--- src/design/plds_pkg.sv ---
`timescale 1ns / 1ps
package plds_pkg;

  // Default number of fraction bits in a coordinate
  localparam int COORD_FRAC_BITS_DEF = 12;

  // Field widths
  localparam int COORD_W = 16;
  localparam int REFL_W  = 9;
  localparam int SHADE_W = 13;
  localparam int CFG_W   = 16;
  localparam int CFG_IDX_W = 3;

  // Datapath widths
  localparam int PROD2_W = 32;  // one term of a cross product
  localparam int N_W     = 33;  // normal component, signed
  localparam int NMAG_W  = 32;  // normal component magnitude
  localparam int L_W     = 17;  // light vector component, signed
  localparam int LMAG_W  = 16;  // light vector component magnitude
  localparam int NSQ_W   = 64;
  localparam int LSQ_W   = 34;
  localparam int DOTT_W  = 50;  // one term of the dot product, signed
  localparam int DOT_W   = 52;
  localparam int DOTU_W  = 51;  // positive dot product
  localparam int ROOT_W  = NSQ_W / 2;
  localparam int LLEN_W  = LSQ_W / 2;
  localparam int DEN_W   = ROOT_W + LLEN_W;
  localparam int COS_Q_W = 18;
  localparam int COS_W   = 17;
  localparam int KDI_W   = REFL_W + CFG_W;
  localparam int PROD_W  = KDI_W + COS_W;
  localparam int SHADE_Q_W = 12;
  localparam int KD3_W   = 3 * REFL_W;

  localparam logic [COS_W-1:0]   COS_ONE   = COS_W'(65536);
  localparam logic [SHADE_W-1:0] SHADE_ONE = SHADE_W'(4096);

  // Register indexes
  localparam logic [CFG_IDX_W-1:0] REG_LIGHT_POS_X     = CFG_IDX_W'(0);
  localparam logic [CFG_IDX_W-1:0] REG_LIGHT_POS_Y     = CFG_IDX_W'(1);
  localparam logic [CFG_IDX_W-1:0] REG_LIGHT_POS_Z     = CFG_IDX_W'(2);
  localparam logic [CFG_IDX_W-1:0] REG_LIGHT_INTENSITY = CFG_IDX_W'(3);

  // Register reset values
  localparam logic [CFG_W-1:0] LIGHT_POS_X_RST     = CFG_W'(0);
  localparam logic [CFG_W-1:0] LIGHT_POS_Y_RST     = CFG_W'(12288);
  localparam logic [CFG_W-1:0] LIGHT_POS_Z_RST     = CFG_W'(12288);
  localparam logic [CFG_W-1:0] LIGHT_INTENSITY_RST = CFG_W'(5120);

endpackage

--- src/design/plds_div_pipe.sv ---
`timescale 1ns / 1ps
// Restoring division, one quotient bit per pipeline stage.
// Quotient is exact only while num < den * 2^Q_W.
module plds_div_pipe import plds_pkg::*; #(
  parameter int NUM_W  = 64,
  parameter int DEN_W  = plds_pkg::DEN_W,
  parameter int Q_W    = COS_Q_W,
  parameter int SIDE_W = 1
) (
  input  logic              clk,
  input  logic              rst_n,
  input  logic              in_vld,
  input  logic [NUM_W-1:0]  in_num,
  input  logic [DEN_W-1:0]  in_den,
  input  logic [SIDE_W-1:0] in_side,
  output logic              out_vld,
  output logic [Q_W-1:0]    out_quo,
  output logic [SIDE_W-1:0] out_side
);

  localparam int CMP_W = (NUM_W > DEN_W + Q_W) ? NUM_W : DEN_W + Q_W;

  logic              vld_r    [Q_W];
  logic              vld_nxt  [Q_W];
  logic [CMP_W-1:0]  rem_r    [Q_W];
  logic [CMP_W-1:0]  rem_nxt  [Q_W];
  logic [DEN_W-1:0]  den_r    [Q_W];
  logic [DEN_W-1:0]  den_nxt  [Q_W];
  logic [Q_W-1:0]    quo_r    [Q_W];
  logic [Q_W-1:0]    quo_nxt  [Q_W];
  logic [SIDE_W-1:0] side_r   [Q_W];
  logic [SIDE_W-1:0] side_nxt [Q_W];

  always_comb begin
    logic              s_vld;
    logic [CMP_W-1:0]  s_rem;
    logic [DEN_W-1:0]  s_den;
    logic [Q_W-1:0]    s_quo;
    logic [SIDE_W-1:0] s_side;
    logic [CMP_W-1:0]  den_sh;
    for (int k = 0; k < Q_W; k++) begin
      if (k == 0) begin
        s_vld  = in_vld;
        s_rem  = CMP_W'(in_num);
        s_den  = in_den;
        s_quo  = '0;
        s_side = in_side;
      end else begin
        s_vld  = vld_r[k-1];
        s_rem  = rem_r[k-1];
        s_den  = den_r[k-1];
        s_quo  = quo_r[k-1];
        s_side = side_r[k-1];
      end
      den_sh = CMP_W'(s_den) << (Q_W - 1 - k);
      if (s_rem >= den_sh) begin
        rem_nxt[k] = s_rem - den_sh;
        quo_nxt[k] = s_quo | (Q_W'(1) << (Q_W - 1 - k));
      end else begin
        rem_nxt[k] = s_rem;
        quo_nxt[k] = s_quo;
      end
      den_nxt[k]  = s_den;
      vld_nxt[k]  = s_vld;
      side_nxt[k] = s_side;
    end
  end

  always_ff @(posedge clk) begin
    for (int k = 0; k < Q_W; k++) begin
      if (!rst_n) begin
        vld_r[k] <= 1'b0;
      end else begin
        vld_r[k] <= vld_nxt[k];
      end
      rem_r[k]  <= rem_nxt[k];
      den_r[k]  <= den_nxt[k];
      quo_r[k]  <= quo_nxt[k];
      side_r[k] <= side_nxt[k];
    end
  end

  assign out_vld  = vld_r[Q_W-1];
  assign out_quo  = quo_r[Q_W-1];
  assign out_side = side_r[Q_W-1];

endmodule

--- config.mk ---
export PLATFORM = sky130hd
export DESIGN_NAME = plds_div_pipe
export DESIGN_NICKNAME = d
export VERILOG_FILES = /design/src/design/plds_pkg.sv /design/src/design/plds_div_pipe.sv
export SDC_FILE = /design/constraint.sdc
export NUM_CORES = 2
export LEC_CHECK = 0
export ABC_CLOCK_PERIOD_IN_PS = 5100
export BUFFER_PORTS_ARGS = -buffer_cell sky130_fd_sc_hd__buf_2
export CELL_PAD_IN_SITES_DETAIL_PLACEMENT = 0
export CELL_PAD_IN_SITES_GLOBAL_PLACEMENT = 1
export CORE_MARGIN = 1.5
export CORE_UTILIZATION = 49
export CTS_CLUSTER_SIZE = 28
export DETAILED_ROUTE_END_ITERATION = 10
export PLACE_DENSITY = 0.82
export SYNTH_ARGS = -nofsm -noshare
export SYNTH_HDL_FRONTEND = slang
export SYNTH_SLANG_ARGS = --single-unit
--- constraint.sdc ---
create_clock -name clk -period 5.1 [get_ports clk]
set_input_delay 1.02 -clock clk [delete_from_list [all_inputs] [get_ports clk]]
set_output_delay 1.02 -clock clk [all_outputs]
set_load 0.05 [all_outputs]
# [Word-level counts from Yosys, hierarchy flattened]
# Memory sizes are Yosys's and may differ from the RTL's.
# Cells that the tools add are included.
[word_totals] ff_bits=0 ramBits=2448 inputBits=117 output_inout_bits=20 wordCells=115 mem_count=5
[memory_table] memory="rem_r" depth=18 word_bits=67 read_ports=17 rd_clocked_by_memory_dff=0 wr=18 line_no="plds_div_pipe.sv:25" text="logic [CMP_W-1:0] rem_r [Q_W];"
[memory_table] memory="den_r" depth=18 word_bits=49 read_ports=17 rd_clocked_by_memory_dff=0 wr=18 line_no="plds_div_pipe.sv:27" text="logic [DEN_W-1:0] den_r [Q_W];"
[memory_table] memory="quo_r" depth=18 word_bits=18 read_ports=18 rd_clocked_by_memory_dff=0 wr=18 line_no="plds_div_pipe.sv:29" text="logic [Q_W-1:0] quo_r [Q_W];"
[memory_table] memory="side_r" depth=18 word_bits=1 read_ports=18 rd_clocked_by_memory_dff=0 wr=18 line_no="plds_div_pipe.sv:31" text="logic [SIDE_W-1:0] side_r [Q_W];"
[memory_table] memory="vld_r" depth=18 word_bits=1 read_ports=18 rd_clocked_by_memory_dff=0 wr=18 line_no="plds_div_pipe.sv:23" text="logic vld_r [Q_W];"
[classes] n_addsub=18 n_lt_le_gt_ge=18 mux=56 bitwise=18
[op_table] operator="67-bit two-way mux" n=18
[op_table] operator="67-bit by 49-bit >= comparator with 1-bit output" n=1
[op_table] operator="67-bit by 50-bit >= comparator with 1-bit output" n=1
[op_table] operator="67-bit by 51-bit >= comparator with 1-bit output" n=1
[op_table] operator="67-bit by 52-bit >= comparator with 1-bit output" n=1
[op_table] operator="67-bit by 53-bit >= comparator with 1-bit output" n=1
[op_table] operator="67-bit by 54-bit >= comparator with 1-bit output" n=1
[op_table] operator="67-bit by 55-bit >= comparator with 1-bit output" n=1
[op_table] operator="67-bit by 56-bit >= comparator with 1-bit output" n=1
[op_table] operator="67-bit by 57-bit >= comparator with 1-bit output" n=1
[op_table] operator="67-bit by 58-bit >= comparator with 1-bit output" n=1
[op_table] operator="67-bit by 59-bit >= comparator with 1-bit output" n=1
[op_table] operator="67-bit by 60-bit >= comparator with 1-bit output" n=1
[op_table] operator="67-bit by 61-bit >= comparator with 1-bit output" n=1
[op_table] operator="67-bit by 62-bit >= comparator with 1-bit output" n=1
[op_table] operator="67-bit by 63-bit >= comparator with 1-bit output" n=1
[op_table] operator="67-bit by 64-bit >= comparator with 1-bit output" n=1
[op_table] operator="67-bit by 65-bit >= comparator with 1-bit output" n=1
[op_table] operator="64-bit by 66-bit subtractor with 67-bit output" n=1
[op_table] operator="67-bit by 49-bit subtractor with 67-bit output" n=1
[op_table] operator="67-bit by 50-bit subtractor with 67-bit output" n=1
[op_table] operator="67-bit by 51-bit subtractor with 67-bit output" n=1
[op_table] operator="67-bit by 52-bit subtractor with 67-bit output" n=1
[op_table] operator="67-bit by 53-bit subtractor with 67-bit output" n=1
[op_table] operator="other kinds (32)" n=69

# [Longest topological paths before layout]
[logic_depth] ltp_word=2 ltp_mapped=16 ltp_nobuf=16

# [Least setup slack after synthesis]
# Ideal clock, no wire load.
[synth_path] path_type="input to register" startpoint="input in_num[17]" endpoint="memory rem_r[0][59] (netlist bit)" setup_time_ns=0.130 arrival_time_ns=3.693 t_required_ns=4.970 path_slack_ns=1.277 stages=16 n_path_buf=2 path_cell_list="inv_1 ha_1 fa_1 nand2b_1 a21oi_1 o211ai_1 a31oi_1 a211oi_1 o21ai_0 o21ai_0 a21boi_0 nor2b_1 clkbuf_1 clkbuf_1 nand2_1 o21ai_0"
[synth_lines] element="start, declared" line_no="plds_div_pipe.sv:13" text="input logic [NUM_W-1:0] in_num,"
[synth_lines] element="end, declared" line_no="plds_div_pipe.sv:25"

==> metrics.yaml <==
sta:
  skew_ps: 58.3
  fin_crit_ps: 4570
  hold_viol_final: 0
  slew_headroom: 0.158
  setup_viol: 0
  fmaxAchievable_mhz: 219
  rsz0062_at_grt: "false"
  tightest_slew_ps: 1250
  fin_crit_sh: 0.896
  setup_tns_ps: 0
  finalMaxSlewViolations: 0
clock_network:
  post_cts_resized: 0
  postCtsSetupBuffers: 0
  cts-root-buf: "clkbuf_16"
  cts.clk_slew.worst_paths_ps: 60
  h-tree-depth: 4
  cts_max_path_buffers: 3
  numClockSinks: 2179
  cts_tree: "yes"
  clkLatencyLatePin_ps: 910
  numCtsBuffers: 228
  cts_hold_buf: 0
hold_path:
  holdCritPathClass: "in -> reg"
synth:
  synth_area_leaders: "dfxtp_1 41%, ha_1 10%, a21oi_1 6.1%"
  async_flop_share: 0
  synth_top_cell_by_area: "dfxtp_1"
  netlist_instances: 12500
  syn-num-nets: 13500
  synth_edf_count: 0
  yosysWarnings: 0
  ys_seq_area_frac: 0.406
  synth.avg_cell_area_um2: 8.62
  netlist_area_mm2: 0.107
  synth_flop_cell: "dfxtp_1"
  synth_top_area_frac: 0.406
  synth_cell_types: 104
  synth-seq-cells: 2179
grt:
  grt_pass1_vias: 86700
  antenna_found_initial: 9
  grt_pass1_wl_um: 451000
  grt_start_max_net_pins: 97
  grt_usage: 0.253
  overflow: 0
worst_setup_path:
  cp-start-kind: "flop"
  cp_max_fo: 3
  path_class: "reg -> reg"
  cp-end-kind: "flop"
  critical_path_arrival_ps: 5310
  worstPathRequired_ps: 5840
layout:
  syn_to_final_growth_pct: 11.2
  drive_above_1_share: 0.0723
  num-nets-final: 13500
pwr:
  ir_worst_vdd_v: 0.000425
  finalPower_mw: 81.3
  powerDensity_mw_per_mm2: 681
  p_leak_nw: 53.6
die:
  ios: 137
  die_area_mm2: 0.222
  dieHeight_um: 471
  start_util: 0.494
  rows: 171
  die_w_um: 471
  core_area_mm2: 0.218
route:
  dr_total_vias: 86400
  drc_errors: 0
  routed_via_density: 5.54
  detail-route-antenna-nets: 0
  routed_wl_um: 291000
  wl_per_cell_um: 18.7
  drtIter0Drc: 5361
  drtPass1Iterations: 6
placement:
  io_buffers: 136
  dp_hpwl_um: 232000
  gp_congestion: 1.03
job:
  max_cap_violations: 0
run_status:
  status: "finished clean"
[flip-flops by register name (all words and copies together) (netlist names)]
name    cells
vld_r      18
side_r     18
quo_r     171
den_r     833
rem_r    1139
[layout by cell type (no fill, tap or decap), types with 23 or more instances in the layout]
cell and instances:
nor2_1 896, nor3_1 185, a21boi_0 35, or2_2 40, buf_4 137, and3_1 82, nand2b_1 109, a211o_1 27
clkinv_2 34, nor4_1 108, nand2_1 993, nand4_1 249, a31o_2 23, xnor2_1 528, a211oi_1 84, bufinv_16 23
clkbuf_1 46, o21bai_1 144, or3_1 56, clkbuf_16 228, dfxtp_1 2179, o21ai_0 815, o22ai_1 25, and2_1 67
a31oi_1 93, o211ai_1 71, ha_1 880, nand3_1 194, mux2_2 135, buf_2 136, xor2_1 374, clkbuf_8 58
a21oi_1 1315, o21a_1 109, inv_1 1128, or4_1 36, o31ai_1 65, nor2b_1 112, a21o_1 406
[critical path, cell delays in order, from the launching register on]
cell and delay [ps]:
dfxtp_1 330, inv_1 40, ha_1 230, fa_1 410, nor2b_1 170, o31ai_1 130, a211oi_1 410, or4_1 270
a221o_1 210, nor4_1 90, o41a_1 530, o41ai_1 920, a31oi_1 210, xnor2_1 170, mux2_2 260
[power breakdown]
group          leakage (nW)  switching [mW]  internal [mW]
Clock                  3.91            6.91           10.3
Combinational          31.3            22.8           16.4
Sequential             18.3            2.97           22.0
[final cells by class]
class,count,area (µm²)
Inverter,1133,4250
Clock buffer,332,6680
Timing Repair Buffer,288,2010
Clock inverter,82,1370
Tap cell,2854,3570
Fill cell,19700,98200
Multi-Input combinational cell,8704,57900
Sequential cell,2179,43600
Antenna cell,12,30.0
[cells by family (layout without fill, tap and decap cells)]
kind of cell             Yosys count  in the layout  share of synthesized area
multiplexers                     142            142                     0.0148
XOR/XNOR                         902            902                     0.0735
adder cells (fa/ha/maj)          897            897                      0.106
AND/OR/NAND/NOR                 3249           3249                      0.144
AO/OA/AOI/OAI                   3514           3514                      0.200
buffers and inverters           1583           1835                     0.0564
other                              0             12                          0
flip-flops                      2179           2179                      0.406
[final timing paths]
check          startpoint  slack [ps]      endpoint  depth (start not counted)
max          rem_r[1][15]         530  rem_r[2][53]                         14
min             in_den[4]         220   den_r[0][4]                          1
max reg2reg  rem_r[1][15]         530  rem_r[2][53]                         14
min reg2reg    side_r[12]         310    side_r[13]                          0
[Yosys cell counts (20+ instances only)]
cell type / number
dfxtp_1: 2179
a21oi_1: 1316
inv_1: 1129
nand2_1: 994
nor2_1: 897
ha_1: 880
o21ai_0: 816
xnor2_1: 528
a21o_1: 407
xor2_1: 374
clkbuf_1: 352
nand4_1: 249
nand3_1: 194
nor3_1: 188
o21bai_1: 144
mux2_2: 135
nor2b_1: 114
nor4_1: 113
o21a_1: 110
nand2b_1: 109
a31oi_1: 93
a211oi_1: 84
and3_1: 82
o211ai_1: 71
and2_1: 67
o31ai_1: 65
buf_2: 62
or3_1: 56
or2_2: 40
or4_1: 36
a21boi_0: 35
a211o_1: 27
buf_1: 26
o22ai_1: 25
a31o_2: 23
a221oi_1: 22
a41oi_1: 22
o31a_1: 22
and4_1: 20
o21ai_1: 20
[metrics by stage]
stage / std cells / hold slack (ps) / utilization / setup WS [ps] / area, µm²
floorplan: 12500 / 310 / - / 1280 / 107000
CTS: 15600 / 143 / 0.549 / 651 / 119000
detailed placement: 15200 / 312 / 0.512 / 273 / 111000
global placement: 15200 / 309 / 0.512 / 328 / 111000
global route: 15600 / 164 / 0.549 / 432 / 119000
finish: 15600 / 221 / 0.549 / 531 / 119000
[routing by layer]
layer / vias to the layer above / part of all wire / track usage
li1: 43600 / - / -
met1: 39300 / 0.37 / 0.245
met2: 2521 / 0.51 / 0.481
met3: 1004 / 0.032 / 0.0279
met4: 0 / 0.090 / 0.202
met5: - / 0 / 0
Power figures use the tool's default switching activity.
